[src/rtl/slpl_pkg.sv]
// Shared package for the stereo lookahead peak limiter.
// Holds payload structs, the queue entry struct, register indexes and constants.
package slpl_pkg;

  localparam int unsigned DelayDepthDefault = 1024;
  localparam int unsigned SampleWidth = 24;
  localparam int unsigned GainWidth = 24;
  localparam int unsigned CfgIndexWidth = 2;
  localparam int unsigned CfgDataWidth = 24;

  localparam logic [GainWidth-1:0] UnityGain = 24'd8388608;
  localparam logic [23:0] ReleaseReset = 24'd3495;

  localparam logic [CfgIndexWidth-1:0] RegCeiling = 2'd0;
  localparam logic [CfgIndexWidth-1:0] RegLookahead = 2'd1;
  localparam logic [CfgIndexWidth-1:0] RegRelease = 2'd2;

  typedef struct packed {
    logic signed [SampleWidth-1:0] left_in;
    logic signed [SampleWidth-1:0] right_in;
  } in_item_t;

  typedef struct packed {
    logic signed [SampleWidth-1:0] left_out;
    logic signed [SampleWidth-1:0] right_out;
    logic [GainWidth-1:0] applied_gain;
  } out_item_t;

  // What the front end hands the back end: delayed pair and classification.
  typedef struct packed {
    logic signed [SampleWidth-1:0] delayed_left;
    logic signed [SampleWidth-1:0] delayed_right;
    logic [SampleWidth-1:0] peak;
    logic [GainWidth-1:0] ceiling;
    logic over;
  } work_t;

  typedef enum logic [2:0] {
    BK_IDLE, BK_DIV, BK_REL, BK_MUL, BK_OUT
  } back_state_t;

endpackage

[src/rtl/slpl_queue.sv]
// Two-entry queue between the front and back ends.
// Depends on slpl_pkg.
module slpl_queue (
  input  logic            clk,
  input  logic            rst,
  input  logic            wr_valid,
  output logic            wr_stall,
  input  slpl_pkg::work_t wr_data,
  output logic            rd_valid,
  input  logic            rd_stall,
  output slpl_pkg::work_t rd_data
);
  slpl_pkg::work_t slots [2];
  logic wr_ptr, rd_ptr;
  logic [1:0] count;
  logic push, pop;

  assign push = wr_valid && !wr_stall;
  assign pop = rd_valid && !rd_stall;
  assign wr_stall = (count == 2'd2);
  assign rd_valid = (count != 2'd0);
  assign rd_data = slots[rd_ptr];

  always_ff @(posedge clk) begin
    if (push) slots[wr_ptr] <= wr_data;
  end

  always_ff @(posedge clk) begin
    if (rst) begin
      wr_ptr <= 1'b0;
      rd_ptr <= 1'b0;
      count <= '0;
    end else begin
      if (push) wr_ptr <= ~wr_ptr;
      if (pop) rd_ptr <= ~rd_ptr;
      count <= count + {1'b0, push} - {1'b0, pop};
    end
  end
endmodule

[config.mk]
export PLATFORM = sky130hd
export DESIGN_NAME = slpl_queue
export DESIGN_NICKNAME = d
export VERILOG_FILES = /design/src/rtl/slpl_pkg.sv /design/src/rtl/slpl_queue.sv
export SDC_FILE = /design/constraint.sdc
export NUM_CORES = 1
export LEC_CHECK = 0
export ABC_AREA = 1
export BUFFER_PORTS_ARGS = -buffer_cell sky130_fd_sc_hd__clkbuf_2
export CORE_MARGIN = 5
export CORE_UTILIZATION = 44
export DETAILED_ROUTE_END_ITERATION = 16
export PLACE_DENSITY = 0.83
export SETUP_SLACK_MARGIN = 0.4
export SKIP_LAST_GASP = 1
export SYNTH_ARGS = -nofsm -noshare
export SYNTH_HDL_FRONTEND = slang
export SYNTH_SLANG_ARGS = --single-unit
export TNS_END_PERCENT = 100
[constraint.sdc]
create_clock -name clk -period 5.2 [get_ports clk]
set_input_delay 0.26 -clock clk [delete_from_list [all_inputs] [get_ports clk]]
set_output_delay 0.26 -clock clk [all_outputs]
set_load 0.05 [all_outputs]
After elaboration in Yosys (flattened, before gate mapping)
Memories as Yosys holds them, arrays and structs flattened. A register that Yosys moved wholly into a read port is not among the register bits.
Index checks and enable logic that the tools add are counted.

word-level totals
  flip-flop bits (word level) = 4
  input bits = 101
  memories = 1
  word-level logic and storage cells = 18
  output and inout port bits = 99
  memory bits (writable) = 194

cells by class
  bitwise operators = 2
  reductions and logical operators = 5
  mux-type cells = 4
  $add $sub $neg = 2
  equal/unequal tests = 1

memories
  name   depth  bits a word  read ports  clocked after Yosys merged registers in  write ports  line              text
  slots  2      97           1           1                                        1            slpl_queue.sv:13  slpl_pkg::work_t slots [2];

operator list
  kind                                         count
  1-bit 2-to-1 mux                             4
  2-bit by 1-bit adder with 2-bit output       1
  2-bit equality test (second input constant)  1
  1-bit logical AND                            2
  1-bit zero test                              2
  1-bit NOT                                    2
  2-bit nonzero test                           1
  2-bit by 1-bit subtractor with 2-bit output  1

Depth between registers and ports, before layout
  depth in word-level cells = 5
  depth in mapped cells = 11
  depth with buffers taken out = 11

Worst setup path before layout
Ideal clock, no wire load.

  kind = reg-to-reg
  from = register count[0]
  to = memory slots[0][0] (netlist bit) (enable)
  setup slack = 0.049 ns
  clock period less this slack = 5.151 ns
  arrival = 4.598 ns
  library setup time = 0.553 ns
  buffers on the path = 0
  stages on the path, launching flop included = 5
  required time = 4.647 ns
  cells stage by stage = dfxtp_1 inv_1 nand2_1 nand2_1 nor2_1

between the ends
  cells in the longest elaborated chain, start to end = 5

ends and longest elaborated chain
  what                                    line              text
  start: declaration                      slpl_queue.sv:15  logic [1:0] count;
  start signal: assignment                slpl_queue.sv:36  count <= count + {1'b0, push} - {1'b0, pop};
  2-bit equality test                     slpl_queue.sv:20  assign wr_stall = (count == 2'd2);
  1-bit zero test                         slpl_queue.sv:18  assign push = wr_valid && !wr_stall;
  1-bit logical AND                       slpl_queue.sv:18
  1-bit 2-to-1 mux                        slpl_queue.sv:25  if (push) slots[wr_ptr] <= wr_data;
  1-bit 2-to-1 mux (implied by the code)  slpl_queue.sv:25
  end: declaration                        slpl_queue.sv:13

No other way between the ends.

==> flow_metrics.env <==
export IMPL_final_common_cell="clkbuf_2"
export IMPL_die_area_sq_um=19430
export IMPL_achievable_frequency_ghz=0.3418
export IMPL_hpwlAfterDp_mm=9.655
export IMPL_grt_first_pass_wirelength_mm=21.65
export IMPL_synth_yosys_warnings=0
export IMPL_slew_violations=0
export IMPL_setup_viol=0
export IMPL_track_usage=0.1431
export IMPL_timing_critical_path_fanout_max=56
export IMPL_count_of_buffers_inserted_at_the_top_level_ports=199
export IMPL_synth_area_sq_um=7365
export IMPL_cts_resized=0
export IMPL_cts_tree="built"
export IMPL_htreeDepth=4
export IMPL_min_path_type="input pin to flip-flop"
export IMPL_cell_accounting_for_the_most_synthesized_area="edfxtp_1"
export IMPL_p_leak_nw=3.547
export IMPL_first_global_vias=4176
export IMPL_final_critical_path_setup_slack_ps=2275
export IMPL_tritoncts_buffers=17
export IMPL_area_delta_synth_final_pct=24.57
export IMPL_synth_seq_cells=199
export IMPL_cts_hold_buffers=1
export IMPL_worst_setup_path_start_kind="flip-flop"
export IMPL_num_rows=47
export IMPL_synthCells=340
export IMPL_final_cell_mix="clkbuf_2, edfxtp_1, mux2_2"
export IMPL_gp_congestion=0.7476
export IMPL_finish_net_count=655
export IMPL_whs_ps=27.84
export IMPL_maxCapViolations=0
export IMPL_drt_pass1_iterations=4
export IMPL_ir_worst_vdd_mv=0.4601
export IMPL_cts_reportedPaths_clkPinSlew_ps=70
export IMPL_cts_sinks=199
export IMPL_drt_initial_violations=182
export IMPL_via_count=3735
export IMPL_clock_group_share_of_total_power=0.245
export IMPL_floorplan_io_pins=200
export IMPL_worstSkewPairLatency_ps=420
export IMPL_drc=0
export IMPL_postCtsSetupBuffers=0
export IMPL_overflow=0
export IMPL_finalCritPeriodShare=0.5626
export IMPL_finalSetupTns_ps=0
export IMPL_n_antenna_cell=0
export IMPL_timing_worst_slew_pin_value_ps=760.3
export IMPL_proportion_of_layout_cells_with_a_drive_suffix_above_1=0.5912
export IMPL_cts_root_buf="clkbuf_16"
export IMPL_worst_ep_required_time_ps=4940
export IMPL_synth_distinct_cells=12
export IMPL_syn_nets=443
export IMPL_largest_net_degree_at_the_start_of_global_routing=57
export IMPL_utilization=0.5552
export IMPL_synth_top_cells_by_area="edfxtp_1, mux2_2, mux2_4"
export IMPL_setup_repair_after_global_routing_missed_its_margin="no"
export IMPL_starting_density=0.4457
export IMPL_viasPerCell=4.758
export IMPL_synth_largest_type_area_fraction=0.7910
export IMPL_syn_avg_cell_area_sq_um=21.66
export IMPL_power_share_switching=0.3735
export IMPL_clock_skew_ps=10.51
export IMPL_final_hold_vios=0
export IMPL_cts_buffer_depth=2
export IMPL_outcome="finished, final reports clean"
export IMPL_slew_limit_headroom=0.4932
export IMPL_period_needed_ps=2925
export IMPL_dieWidth_um=139.4
export IMPL_floorplan_die_height_um=139.4
export IMPL_detail_route_wl_per_cell_um=17.22
export IMPL_crit_arrival_ps=2670
export IMPL_p_per_area_nw_per_um2=552.0
export IMPL_initial_antenna_violation_count=0
export IMPL_setup_worst_path_end_class="primary output"
export IMPL_ant_nets=0
export IMPL_wirelength_mm=13.52
export IMPL_p_comb_frac=0.333
export IMPL_placeable_area_sq_um=16520
export IMPL_sequentialPowerShare=0.422
export IMPL_power_internal_w=0.003173
export IMPL_post_placement_worst_setup_slack_ps=2692
export IMPL_synth_sequential_area_ratio=0.8046
export IMPL_num_fill_cells=1268
export IMPL_worst_setup_path_type="flip-flop to primary output"
export IMPL_p_switching_w=0.001891
## stage by stage
step                instances  total power (W)  instance area (sq um)
floorplan                 340         0.003523                   7367
global placement          752         0.003831                   8593
detailed placement        752         0.003879                   8593
CTS                       785         0.005119                   9174
global route              785         0.005281                   9174
finish                    785         0.005064                   9174
## cell usage after synthesis
cell,n
edfxtp_1,194
nand3_1,3
dfxtp_1,5
buf_2,6
nor2_1,9
ha_1,2
inv_1,9
mux2_4,30
nand2_1,8
buf_6,5
a21oi_1,2
mux2_2,67
## sequential cells by signal, indices dropped and copies added, names as in the netlist, named ones only
name,cells
count,2
rd_ptr,1
slots,194
wr_ptr,1
## power by group through the flow
stage	clock (W)	combinational, W	sequential [W]
final	0.00124	0.00169	0.00214
after global placement	0	0.00167	0.00216
after global routing	0.00135	0.00177	0.00216
after detailed placement	0	0.00170	0.00218
after floorplan	0	0.00141	0.00212
after CTS	0.00127	0.00171	0.00214
## critical path, cell delays in order (launching register included)
cell	delay [ps]
dfxtp_4	840
buf_4	660
mux2_2	420
clkbuf_2	240
## layer usage
metal	global-route usage	vias up	wire [um]
met4	0.03811	0	161
met5	0	-	0
met1	0.1621	1844	5173
met3	0.05249	13	966
li1	-	1749	-
met2	0.2557	129	7218
## area by class of cell
class,count,area (sq um),share of cell area
Sequential cell,199,5929,0.6463
Inverter,9,36.28,0.003955
Clock inverter,15,145.1,0.01582
Multi-Input combinational cell,121,1326,0.1446
Clock buffer,17,425.4,0.04637
Tap cell,220,275.3,0.03001
Timing Repair Buffer,204,1036,0.1129
## kinds of logic (layout without fill, tap and decap cells)
logic type               Yosys count  count (layout)  synth area share
AO/OA/AOI/OAI                      2               2          0.001359
adder cells (fa/ha/maj)            2               2          0.003397
buffers and inverters             20             245           0.01631
flip-flops                       199             199            0.8046
multiplexers                      97              97            0.1636
AND/OR/NAND/NOR                   20              20           0.01070
## final timing paths
check / slack (ps) / to / cells past startpoint / startpoint
worst min-delay path: 30 / slots[0][16] / 1 / wr_data[16]
worst max-delay path: 2270 / rd_data[7] / 3 / flip-flop
worst min register to register: 540 / flip-flop / 2 / rd_ptr
worst max register to register: 2890 / slots[1][24] / 5 / count[0]
(Power assumes the default switching activity.)
